==> config.mk <==
export PLATFORM = sky130hd
export DESIGN_NAME = mandelbrot_escape_time
export DESIGN_NICKNAME = d
export VERILOG_FILES = /design/src/hdl/mbe_pkg.sv /design/src/hdl/mbe_cfg.sv /design/src/hdl/mbe_mul.sv /design/src/hdl/mbe_iter.sv /design/src/hdl/mandelbrot_escape_time.sv
export SDC_FILE = /design/constraint.sdc
export NUM_CORES = 2
export LEC_CHECK = 0
export ABC_AREA = 0
export CAP_MARGIN = 15
export CORE_MARGIN = 3
export CORE_UTILIZATION = 50
export DETAILED_ROUTE_END_ITERATION = 8
export DONT_BUFFER_PORTS = 1
export MAX_ROUTING_LAYER = met4
export PLACE_DENSITY_LB_ADDON = 0.3
export REMOVE_ABC_BUFFERS = 1
export SLEW_MARGIN = 30
export SYNTH_ARGS = -nofsm -noshare
export SYNTH_HDL_FRONTEND = slang
export SYNTH_SLANG_ARGS = --single-unit
export TNS_END_PERCENT = 20
==> constraint.sdc <==
create_clock -name clk -period 27.3 [get_ports clk]
set_input_delay 5.46 -clock clk [delete_from_list [all_inputs] [get_ports clk]]
set_output_delay 5.46 -clock clk [all_outputs]
set_load 0.005 [all_outputs]
==> src/hdl/mbe_pkg.sv <==
// Shared types, constants and register codes for the escape-time pixel evaluator.
// No dependencies; every other file of the block but mbe_mul imports this package.
`timescale 1ns / 1ps

package mbe_pkg;

  // Palette size; the color band counter wraps at this count.
  localparam int COLORS  = 16;
  localparam int CLR_W   = (COLORS > 2) ? $clog2(COLORS) : 1;

  // Field widths.
  localparam int IDX_W   = 10;
  localparam int CNT_W   = 16;
  localparam int COLOR_W = 5;
  localparam int DATA_W  = 32;
  localparam int CIDX_W  = 3;

  // Register reset values.
  localparam logic signed [31:0] RST_ORIGIN_RE = -32'sd536870912;
  localparam logic signed [31:0] RST_ORIGIN_IM = -32'sd335544320;
  localparam logic [30:0]        RST_STEP      = 31'd655360;
  localparam logic [15:0]        RST_MAX_ITERS = 16'd256;
  localparam logic [15:0]        RST_IPC       = 16'd1;

  // Configuration register codes.
  typedef enum logic [CIDX_W-1:0] {
    REG_ORIGIN_RE = 3'd0,
    REG_ORIGIN_IM = 3'd1,
    REG_STEP_RE   = 3'd2,
    REG_STEP_IM   = 3'd3,
    REG_START_RE  = 3'd4,
    REG_START_IM  = 3'd5,
    REG_MAX_ITERS = 3'd6,
    REG_IPC       = 3'd7
  } reg_idx_t;

  // Register file contents as seen by the iteration engine.
  typedef struct packed {
    logic signed [31:0] origin_re;
    logic signed [31:0] origin_im;
    logic [30:0]        step_re;
    logic [30:0]        step_im;
    logic signed [31:0] start_re;
    logic signed [31:0] start_im;
    logic [15:0]        max_iters;
    logic [15:0]        iters_per_color;
  } cfg_t;

  // One finished result item.
  typedef struct packed {
    logic [COLOR_W-1:0] color;
    logic [CNT_W-1:0]   iterations;
    logic               escaped;
  } res_t;

  // Sequencer states.
  typedef enum logic [3:0] {
    S_IDLE,
    S_CRE,
    S_CIM,
    S_LDC,
    S_XX,
    S_YY,
    S_XY,
    S_UPD,
    S_FIN
  } state_t;

endpackage

==> src/hdl/mbe_cfg.sv <==
// Configuration register file for the escape-time pixel evaluator.
// Depends on mbe_pkg for the register codes, reset values and cfg_t.
`timescale 1ns / 1ps

module mbe_cfg
  import mbe_pkg::*;
(
  input  logic              clk,
  input  logic              rst_n,
  input  logic              cfg_we,
  input  logic [CIDX_W-1:0] cfg_index,
  input  logic [DATA_W-1:0] cfg_wdata,
  output cfg_t              cfg
);

  cfg_t regs_r;

  // Each write lands in one register, masked to that register's width.
  always_ff @(posedge clk) begin
    if (!rst_n) begin
      regs_r.origin_re       <= RST_ORIGIN_RE;
      regs_r.origin_im       <= RST_ORIGIN_IM;
      regs_r.step_re         <= RST_STEP;
      regs_r.step_im         <= RST_STEP;
      regs_r.start_re        <= '0;
      regs_r.start_im        <= '0;
      regs_r.max_iters       <= RST_MAX_ITERS;
      regs_r.iters_per_color <= RST_IPC;
    end else if (cfg_we) begin
      case (reg_idx_t'(cfg_index))
        REG_ORIGIN_RE: regs_r.origin_re       <= $signed(cfg_wdata);
        REG_ORIGIN_IM: regs_r.origin_im       <= $signed(cfg_wdata);
        REG_STEP_RE:   regs_r.step_re         <= cfg_wdata[30:0];
        REG_STEP_IM:   regs_r.step_im         <= cfg_wdata[30:0];
        REG_START_RE:  regs_r.start_re        <= $signed(cfg_wdata);
        REG_START_IM:  regs_r.start_im        <= $signed(cfg_wdata);
        REG_MAX_ITERS: regs_r.max_iters       <= cfg_wdata[15:0];
        REG_IPC:       regs_r.iters_per_color <= cfg_wdata[15:0];
        default: ;
      endcase
    end
  end

  assign cfg = regs_r;

endmodule

==> src/hdl/mbe_mul.sv <==
// Shared signed 32 x 32 multiplier with a registered 64-bit product.
// Standalone; used by mbe_iter for coordinates and all iteration products.
`timescale 1ns / 1ps

module mbe_mul (
  input  logic               clk,
  input  logic signed [31:0] a,
  input  logic signed [31:0] b,
  output logic signed [63:0] prod_r
);

  // One product per cycle, available the cycle after the operands.
  always_ff @(posedge clk) begin
    prod_r <= a * b;
  end

endmodule

==> src/hdl/mbe_iter.sv <==
// Sequencer and datapath that run z = z^2 + c on the shared multiplier.
// Depends on mbe_pkg and instantiates mbe_mul.
`timescale 1ns / 1ps

module mbe_iter
  import mbe_pkg::*;
#(
  parameter int NUM_COLORS = COLORS
)
(
  input  logic             clk,
  input  logic             rst_n,
  input  cfg_t             cfg,
  input  logic             in_valid,
  output logic             in_ready,
  input  logic [IDX_W-1:0] in_column,
  input  logic [IDX_W-1:0] in_row,
  output logic             res_valid,
  input  logic             res_ready,
  output res_t             res
);

  localparam int                 PAL_W   = (NUM_COLORS > 2) ? $clog2(NUM_COLORS) : 1;
  localparam logic signed [43:0] SAT_MAX = 44'sh0007FFFFFFF;
  localparam logic signed [43:0] SAT_MIN = 44'shFFF80000000;
  localparam logic [63:0]        FOUR    = 64'h0400_0000_0000_0000;

  state_t state_r, state_nxt;

  logic [IDX_W-1:0]   col_r, row_r;
  logic signed [31:0] cre_r, cim_r, x_r, y_r;
  logic [63:0]        xx_r, yy_r;
  logic [CNT_W-1:0]   iter_r, band_cnt_r;
  logic [PAL_W-1:0]   color_cnt_r;
  logic               esc_r;

  logic signed [31:0] mul_a, mul_b;
  logic signed [63:0] prod_r;

  logic signed [43:0] cre_sum, cim_sum, nx_sum, ny_sum;
  logic [63:0]        mag;
  logic               escape, budget_out;
  logic [CNT_W-1:0]   band_m1;
  logic [8:0]         color_sum;

  // Clamp a wide signed sum to the Q4.28 range.
  function automatic logic signed [31:0] sat32(input logic signed [43:0] v);
    if (v > SAT_MAX) begin
      return 32'sh7FFFFFFF;
    end else if (v < SAT_MIN) begin
      return 32'sh80000000;
    end else begin
      return $signed(v[31:0]);
    end
  endfunction

  mbe_mul u_mul (
    .clk    (clk),
    .a      (mul_a),
    .b      (mul_b),
    .prod_r (prod_r)
  );

  // Coordinate sums, escape test and the next z from the registered products.
  assign cre_sum    = 44'(cfg.origin_re) + $signed(prod_r[43:0]);
  assign cim_sum    = 44'(cfg.origin_im) + $signed(prod_r[43:0]);
  assign mag        = xx_r + $unsigned(prod_r);
  assign escape     = mag > FOUR;
  assign budget_out = iter_r == cfg.max_iters;
  assign nx_sum     = 44'($signed(xx_r[63:28])) - 44'($signed(yy_r[63:28])) + 44'(cre_r);
  assign ny_sum     = 44'($signed(prod_r[63:27])) + 44'(cim_r);

  // A band width of zero behaves as one.
  assign band_m1 = (cfg.iters_per_color == '0) ? '0 : cfg.iters_per_color - 16'd1;

  // Next state.
  always_comb begin
    state_nxt = state_r;
    case (state_r)
      S_IDLE: if (in_valid) state_nxt = S_CRE;
      S_CRE:  state_nxt = S_CIM;
      S_CIM:  state_nxt = S_LDC;
      S_LDC:  state_nxt = S_XX;
      S_XX:   state_nxt = budget_out ? S_FIN : S_YY;
      S_YY:   state_nxt = S_XY;
      S_XY:   state_nxt = escape ? S_FIN : S_UPD;
      S_UPD:  state_nxt = S_XX;
      S_FIN:  if (res_ready) state_nxt = S_IDLE;
      default: state_nxt = S_IDLE;
    endcase
  end

  // Handshake and multiplier operand selection.
  always_comb begin
    in_ready  = 1'b0;
    res_valid = 1'b0;
    mul_a     = '0;
    mul_b     = '0;
    case (state_r)
      S_IDLE: in_ready = 1'b1;
      S_CRE: begin
        mul_a = $signed(32'(col_r));
        mul_b = $signed(32'(cfg.step_re));
      end
      S_CIM: begin
        mul_a = $signed(32'(row_r));
        mul_b = $signed(32'(cfg.step_im));
      end
      S_XX: begin
        mul_a = x_r;
        mul_b = x_r;
      end
      S_YY: begin
        mul_a = y_r;
        mul_b = y_r;
      end
      S_XY: begin
        mul_a = x_r;
        mul_b = y_r;
      end
      S_FIN: res_valid = 1'b1;
      default: ;
    endcase
  end

  always_ff @(posedge clk) begin
    if (!rst_n) begin
      state_r <= S_IDLE;
    end else begin
      state_r <= state_nxt;
    end
  end

  // Datapath registers, loaded as the sequence advances.
  always_ff @(posedge clk) begin
    case (state_r)
      S_IDLE: begin
        if (in_valid) begin
          col_r       <= in_column;
          row_r       <= in_row;
          x_r         <= cfg.start_re;
          y_r         <= cfg.start_im;
          iter_r      <= '0;
          band_cnt_r  <= '0;
          color_cnt_r <= '0;
          esc_r       <= 1'b0;
        end
      end
      S_CIM: cre_r <= sat32(cre_sum);
      S_LDC: cim_r <= sat32(cim_sum);
      S_YY:  xx_r  <= prod_r;
      S_XY: begin
        yy_r  <= prod_r;
        esc_r <= escape;
      end
      S_UPD: begin
        x_r    <= sat32(nx_sum);
        y_r    <= sat32(ny_sum);
        iter_r <= iter_r + 16'd1;
        // Count finished bands modulo the palette size.
        if (band_cnt_r == band_m1) begin
          band_cnt_r <= '0;
          if (color_cnt_r == PAL_W'(NUM_COLORS - 1)) begin
            color_cnt_r <= '0;
          end else begin
            color_cnt_r <= color_cnt_r + 1'b1;
          end
        end else begin
          band_cnt_r <= band_cnt_r + 16'd1;
        end
      end
      default: ;
    endcase
  end

  // Result item.
  assign color_sum      = 9'(color_cnt_r) + 9'd1;
  assign res.color      = esc_r ? color_sum[COLOR_W-1:0] : '0;
  assign res.iterations = iter_r;
  assign res.escaped    = esc_r;

`ifndef SYNTHESIS
  a_iter_in_budget: assert property (@(posedge clk) disable iff (!rst_n)
    (state_r != S_IDLE) |-> (iter_r <= cfg.max_iters))
    else $error("iteration count passed the budget");

  a_upd_after_test: assert property (@(posedge clk) disable iff (!rst_n)
    (state_r == S_UPD) |-> ($past(state_r) == S_XY))
    else $error("z update without a preceding bailout test");

  a_no_escape_result: assert property (@(posedge clk) disable iff (!rst_n)
    (res_valid && !res.escaped) |-> (res.color == '0 && res.iterations == cfg.max_iters))
    else $error("non-escaped item has wrong color or count");
`endif

endmodule

==> src/hdl/mandelbrot_escape_time.sv <==
// Top level of the escape-time pixel evaluator: register file, engine, output stage.
// Depends on mbe_pkg, mbe_cfg and mbe_iter.
//
//   Channel  Ports                               Direction  Handshake
//   in       in_column, in_row                   input      in_valid / in_ready
//   out      out_color, out_iterations,          output     out_valid / out_ready
//            out_escaped
//   cfg      cfg_index, cfg_wdata                input      cfg_we, no wait
//
// An item runs at most max_iters iterations. The single 32 x 32 multiplier is used
// for x*x, y*y and x*y in turn, so each iteration steps through S_XX, S_YY, S_XY
// and S_UPD, after the setup states S_CRE, S_CIM and S_LDC for the two coordinates.
// Reset is synchronous and active low and restores the register defaults.
// A finished item sits in the output register; the next item is accepted meanwhile,
// and the engine only stalls at its end if that register is still occupied.
`timescale 1ns / 1ps

module mandelbrot_escape_time
  import mbe_pkg::*;
#(
  parameter int NUM_COLORS = COLORS
)
(
  input  logic               clk,
  input  logic               rst_n,
  input  logic               in_valid,
  output logic               in_ready,
  input  logic [IDX_W-1:0]   in_column,
  input  logic [IDX_W-1:0]   in_row,
  output logic               out_valid,
  input  logic               out_ready,
  output logic [COLOR_W-1:0] out_color,
  output logic [CNT_W-1:0]   out_iterations,
  output logic               out_escaped,
  input  logic               cfg_we,
  input  logic [CIDX_W-1:0]  cfg_index,
  input  logic [DATA_W-1:0]  cfg_wdata
);

  cfg_t cfg;
  res_t res;
  res_t out_r;
  logic res_valid, res_ready;
  logic out_valid_r;

  mbe_cfg u_cfg (
    .clk       (clk),
    .rst_n     (rst_n),
    .cfg_we    (cfg_we),
    .cfg_index (cfg_index),
    .cfg_wdata (cfg_wdata),
    .cfg       (cfg)
  );

  mbe_iter #(
    .NUM_COLORS (NUM_COLORS)
  ) u_iter (
    .clk       (clk),
    .rst_n     (rst_n),
    .cfg       (cfg),
    .in_valid  (in_valid),
    .in_ready  (in_ready),
    .in_column (in_column),
    .in_row    (in_row),
    .res_valid (res_valid),
    .res_ready (res_ready),
    .res       (res)
  );

  // Output register: takes a result when empty or being drained.
  assign res_ready = !out_valid_r || out_ready;

  always_ff @(posedge clk) begin
    if (!rst_n) begin
      out_valid_r <= 1'b0;
    end else if (res_valid && res_ready) begin
      out_valid_r <= 1'b1;
    end else if (out_ready) begin
      out_valid_r <= 1'b0;
    end
  end

  always_ff @(posedge clk) begin
    if (res_valid && res_ready) begin
      out_r <= res;
    end
  end

  assign out_valid      = out_valid_r;
  assign out_color      = out_r.color;
  assign out_iterations = out_r.iterations;
  assign out_escaped    = out_r.escaped;

`ifndef SYNTHESIS
  a_busy_after_accept: assert property (@(posedge clk) disable iff (!rst_n)
    (in_valid && in_ready) |=> !in_ready)
    else $error("engine ready again right after taking an item");
`endif

endmodule
==> report_table.html <==
<table>
<tr><th>Metric</th><th>Value</th></tr>
<tr><th colspan="2">Timing</th></tr>
<tr><td>Slew @ Worst Pin</td><td>1.02 ns</td></tr>
<tr><td>Setup repair after global routing missed its margin</td><td>false</td></tr>
<tr><td>Accumulated negative setup slack</td><td>0 ns</td></tr>
<tr><td>Final Slew Violations</td><td>0</td></tr>
<tr><td>Minimum clock period</td><td>around 11 ns</td></tr>
<tr><td>Slew Limit Headroom</td><td>a little under a third</td></tr>
<tr><td>Peak Freq</td><td>88.9 MHz</td></tr>
<tr><td>Setup slack of the critical path after layout</td><td>16.05 ns</td></tr>
<tr><td>Share of the clock period used by the worst path</td><td>41.2%</td></tr>
<tr><td>Hold Fails Final Rpt</td><td>0</td></tr>
<tr><td>Final number of setup-violating endpoints</td><td>0</td></tr>
<tr><td>Clock Skew</td><td>~0.06 ns</td></tr>
<tr><th colspan="2">Final layout</th></tr>
<tr><td>Final layout net count</td><td>about 9.4k</td></tr>
<tr><td>Area added between synthesis and finish</td><td>6.50%</td></tr>
<tr><td>Ratio of cells with drive above 1 in the final layout</td><td>4.39%</td></tr>
<tr><td>Count of placed standard cells in the final layout, fillers left out</td><td>9789</td></tr>
<tr><th colspan="2">Placed design</th></tr>
<tr><td>Placed instance count</td><td>9639</td></tr>
<tr><td>HPWL after detailed placement</td><td>199000 um</td></tr>
<tr><td>Quantity of I/O buffers inserted on ports</td><td>0</td></tr>
<tr><td>Pre-CTS setup slack</td><td>16.36 ns</td></tr>
<tr><td>Final weighted congestion in routability-driven placement</td><td>1.04</td></tr>
<tr><th colspan="2">Clock tree</th></tr>
<tr><td>Buffer cell driving the clock tree root</td><td>sky130_fd_sc_hd__clkbuf_16</td></tr>
<tr><td>H-tree levels</td><td>3</td></tr>
<tr><td>Maximum buffer depth of the clock tree</td><td>3</td></tr>
<tr><td>CTS tree</td><td>built</td></tr>
<tr><td>Total number of clock tree sinks</td><td>598</td></tr>
<tr><td>Clock latency on the worst-skew pair</td><td>0.70 ns</td></tr>
<tr><td>Number of gates given a new drive strength after cts</td><td>0</td></tr>
<tr><td>Post-CTS setup buffers</td><td>0</td></tr>
<tr><td>Clock transition at the register clock pins on the worst setup and hold paths after CTS</td><td>approximately 0.060 ns</td></tr>
<tr><td>Number of CTS-inserted buffers</td><td>73</td></tr>
<tr><td>Post-CTS Hold Fix Bufs</td><td>0</td></tr>
<tr><th colspan="2">Detailed routing</th></tr>
<tr><td>Routed Wire Length</td><td>256000 um</td></tr>
<tr><td>Post-DR vias/cell</td><td>5.99</td></tr>
<tr><td>Vias</td><td>58.7k</td></tr>
<tr><td>Post-route ant nets</td><td>0</td></tr>
<tr><td>DRC violation count after routing</td><td>0</td></tr>
<tr><td>Number of DRC markers in iteration 0</td><td>5994</td></tr>
<tr><td>Post-detailed-route wirelength per cell</td><td>26.2 um</td></tr>
<tr><td>First-pass iteration count of the detailed router</td><td>9</td></tr>
<tr><th colspan="2">Worst setup path</th></tr>
<tr><td>Critical path endpoint category</td><td>register</td></tr>
<tr><td>Worst setup SP type</td><td>register</td></tr>
<tr><td>Kind of critical path</td><td>reg2reg</td></tr>
<tr><td>Slowest cell on crit path</td><td>sky130_fd_sc_hd__a22o_1</td></tr>
<tr><td>Bufs and invs on worst path</td><td>2</td></tr>
<tr><td>Startpoint of the lowest-slack register-to-register path</td><td>u_iter.state_r[2]</td></tr>
<tr><td>Worst endpoint data arrival time</td><td>11.86 ns</td></tr>
<tr><td>Category of cells accounting for the largest share of critical-path delay</td><td>adder cells</td></tr>
<tr><td>Top cell by count, worst path</td><td>sky130_fd_sc_hd__fa_1</td></tr>
<tr><td>Crit. Startpoint</td><td>u_iter.state_r[2]</td></tr>
<tr><td>Crit-path max FO</td><td>36</td></tr>
<tr><td>Largest stage delay, worst path</td><td>0.82 ns</td></tr>
<tr><td>Endpoint required time on the critical path</td><td>~28 ns</td></tr>
<tr><th colspan="2">Outcome</th></tr>
<tr><td>Outcome</td><td>finished, final reports clean</td></tr>
<tr><th colspan="2">Logic synthesis</th></tr>
<tr><td>Post-synthesis register bit count</td><td>598</td></tr>
<tr><td>Average footprint of a synthesized cell</td><td>about 9 um^2</td></tr>
<tr><td>Mapped cell area</td><td>71900 um^2</td></tr>
<tr><td>Share of the yosys chip area belonging to registers</td><td>20.9%</td></tr>
<tr><td>Synth warnings</td><td>0</td></tr>
<tr><td>Instance count of the mapped netlist</td><td>8007</td></tr>
<tr><td>Library cells used by synthesis</td><td>103</td></tr>
<tr><td>Number of enable flip-flop cells after synthesis</td><td>307</td></tr>
<tr><td>Synth async-reset ratio</td><td>0%</td></tr>
<tr><td>Commonest register cell after synthesis</td><td>sky130_fd_sc_hd__edfxtp_1</td></tr>
<tr><th colspan="2">Floorplanning</th></tr>
<tr><td>Die Width</td><td>roughly 390 um</td></tr>
<tr><td>Die Footprint</td><td>approximately 150000 um^2</td></tr>
<tr><td>Vertical extent of the die</td><td>385 um</td></tr>
<tr><td>IO Pins</td><td>84</td></tr>
<tr><td>Total number of placement rows</td><td>138</td></tr>
<tr><td>Starting utilization of the core area</td><td>just over 50%</td></tr>
<tr><td>Placeable core area</td><td>142000 um^2</td></tr>
<tr><th colspan="2">Global routing</th></tr>
<tr><td>Antenna violations before repair</td><td>18</td></tr>
<tr><td>Number of global-route vias before repair</td><td>59.6k</td></tr>
<tr><td>Maximum number of pins on one net before global-route repair</td><td>~230</td></tr>
<tr><td>Global-route wire length before repair</td><td>382000 um</td></tr>
<tr><td>Global-route congestion overflow total</td><td>0</td></tr>
<tr><td>Global routing usage summed across all routing layers</td><td>~36%</td></tr>
<tr><th colspan="2">Pwr</th></tr>
<tr><td>Power density over cell area</td><td>40.9 nW/um^2</td></tr>
<tr><td>Pleak</td><td>between 30 and 40 nW</td></tr>
<tr><td>Largest vdd supply drop</td><td>0.0456 mV</td></tr>
<tr><td>Power after layout</td><td>3.13 mW</td></tr>
<tr><th colspan="2">Run</th></tr>
<tr><td>Max capacitance violation total</td><td>0</td></tr>
<tr><th colspan="2">Hold path</th></tr>
<tr><td>Min-Delay Startpoint</td><td>u_cfg.cfg[53]</td></tr>
<tr><td>Classification of the worst-slack hold path</td><td>reg2reg</td></tr>
</table>
==> stage by stage <==
step                      util (%)  hold WS, ns  cell area [um^2]
after floorplan                  -        0.438             70400
after global placement        52.0        0.448             73900
after detailed placement      52.0        0.457             73900
after CTS                     53.9        0.464             76500
after global routing          53.9        0.482             76600
final                         53.9        0.466             76600
==> final timing paths <==
check | to | slack, ns | cells past startpoint
worst max-delay path | u_iter.u_mul.prod_r[60] | 16.05 | 27
worst min-delay path | u_cfg.cfg[53] | 0.47 | 2
worst max register to register | u_iter.u_mul.prod_r[60] | 16.05 | 27
worst min register to register | u_cfg.cfg[53] | 0.47 | 2
==> cell families (layout without fill, tap and decap cells) <==
group	after synthesis	after routing	share of synthesized area, %
AO/OA/AOI/OAI	1395	1395	13.2
XOR/XNOR	310	310	3.78
adder cells (fa/ha/maj)	1534	1534	38.4
buffers and inverters	1581	1461	8.34
flip-flops	598	598	20.9
multiplexers	18	18	0.257
other	0	12	0
AND/OR/NAND/NOR	2571	2571	15.1
==> cells in the mapped netlist, types with 125 or more instances <==
library cell	number	area share (%)
sky130_fd_sc_hd__nand2_1	1246	6.5
sky130_fd_sc_hd__o21ai_0	228	1.6
sky130_fd_sc_hd__ha_1	412	7.2
sky130_fd_sc_hd__edfxtp_1	307	13
sky130_fd_sc_hd__clkbuf_1	350	1.8
sky130_fd_sc_hd__fa_1	1122	31
sky130_fd_sc_hd__nor2_1	805	4.2
sky130_fd_sc_hd__xor2_1	125	1.5
sky130_fd_sc_hd__xnor2_1	185	2.3
sky130_fd_sc_hd__a21o_1	153	1.6
sky130_fd_sc_hd__a21oi_1	301	2.1
sky130_fd_sc_hd__dfxtp_1	291	8.1
sky130_fd_sc_hd__a21boi_0	216	2.3
sky130_fd_sc_hd__inv_1	1189	6.2
==> worst reg2reg max path, delay by kind of cell (launching register included) <==
kind / cells / cell delay [ns]
xor+xnor: 1 / 0.17
buf+inv: 2 / 0.57
compound gates: 8 / 3.29
fa+ha+maj: 9 / 4.54
simple gates: 7 / 1.99
flops: 1 / 0.61
==> per-layer routing <==
layer | routed length [um] | GRT usage (%) | vias to the layer above | share of wire, %
li1 | - | - | 25478 | -
met2 | 112000 | 52.9 | 3019 | 44
met1 | 101000 | 46.2 | 29481 | 39
met4 | 15700 | 17.9 | 0 | 6.1
met3 | 27900 | 9.04 | 682 | 11
met5 | 0 | - | - | 0
==> power by group <==
part / total, mW / internal [mW] / switching (mW) / leakage [nW]
logic: 0.966 / 0.315 / 0.651 / 28.3
registers: 1.10 / 1.02 / 0.0775 / 5.17
clock network: 1.06 / 0.624 / 0.439 / 1.28
==> cell type report <==
cell class,instances,area [um^2]
Fill cell,12958,65500
Multi-Input combinational cell,5828,51000
Sequential cell,598,15000
Inverter,1190,4470
Tap cell,1890,2360
Clock buffer,100,2050
Timing Repair Buffer,135,1010
Clock inverter,36,589
Antenna cell,12,30.0
==> state kept, by name (all words and copies together) (netlist names), 5 cells and up <==
name,flops
out_color,5
out_iterations,16
u_cfg.cfg,222
u_iter.band_cnt_r,16
u_iter.cim_r,32
u_iter.col_r,10
u_iter.cre_r,32
u_iter.iter_r,16
u_iter.row_r,10
u_iter.u_mul.prod_r,64
u_iter.x_r,32
u_iter.xx_r,64
u_iter.y_r,32
u_iter.yy_r,36
==> cell usage in the layout, fill, tap and decap left out, types with 45 or more instances in the layout <==
cell type                   Yosys  routed
sky130_fd_sc_hd__fa_1        1122    1122
sky130_fd_sc_hd__nor3_1        66      61
sky130_fd_sc_hd__a21boi_0     216     216
sky130_fd_sc_hd__a21o_1       153     153
sky130_fd_sc_hd__ha_1         412     412
sky130_fd_sc_hd__inv_1       1189    1189
sky130_fd_sc_hd__nor2_1       805     794
sky130_fd_sc_hd__nand2_1     1246    1241
sky130_fd_sc_hd__clkbuf_16      0      75
sky130_fd_sc_hd__dfxtp_1      291     291
sky130_fd_sc_hd__edfxtp_1     307     307
sky130_fd_sc_hd__xor2_1       125     125
sky130_fd_sc_hd__nand4_1       66      66
sky130_fd_sc_hd__and2_1        55      52
sky130_fd_sc_hd__o21ai_0      228     227
sky130_fd_sc_hd__a22oi_1       47      46
sky130_fd_sc_hd__a21oi_1      301     301
sky130_fd_sc_hd__xnor2_1      185     185
sky130_fd_sc_hd__nand3_1       97      95
sky130_fd_sc_hd__buf_4          0     133
sky130_fd_sc_hd__a31oi_1       46      45
No activity file was read; power rests on OpenSTA's default activity.
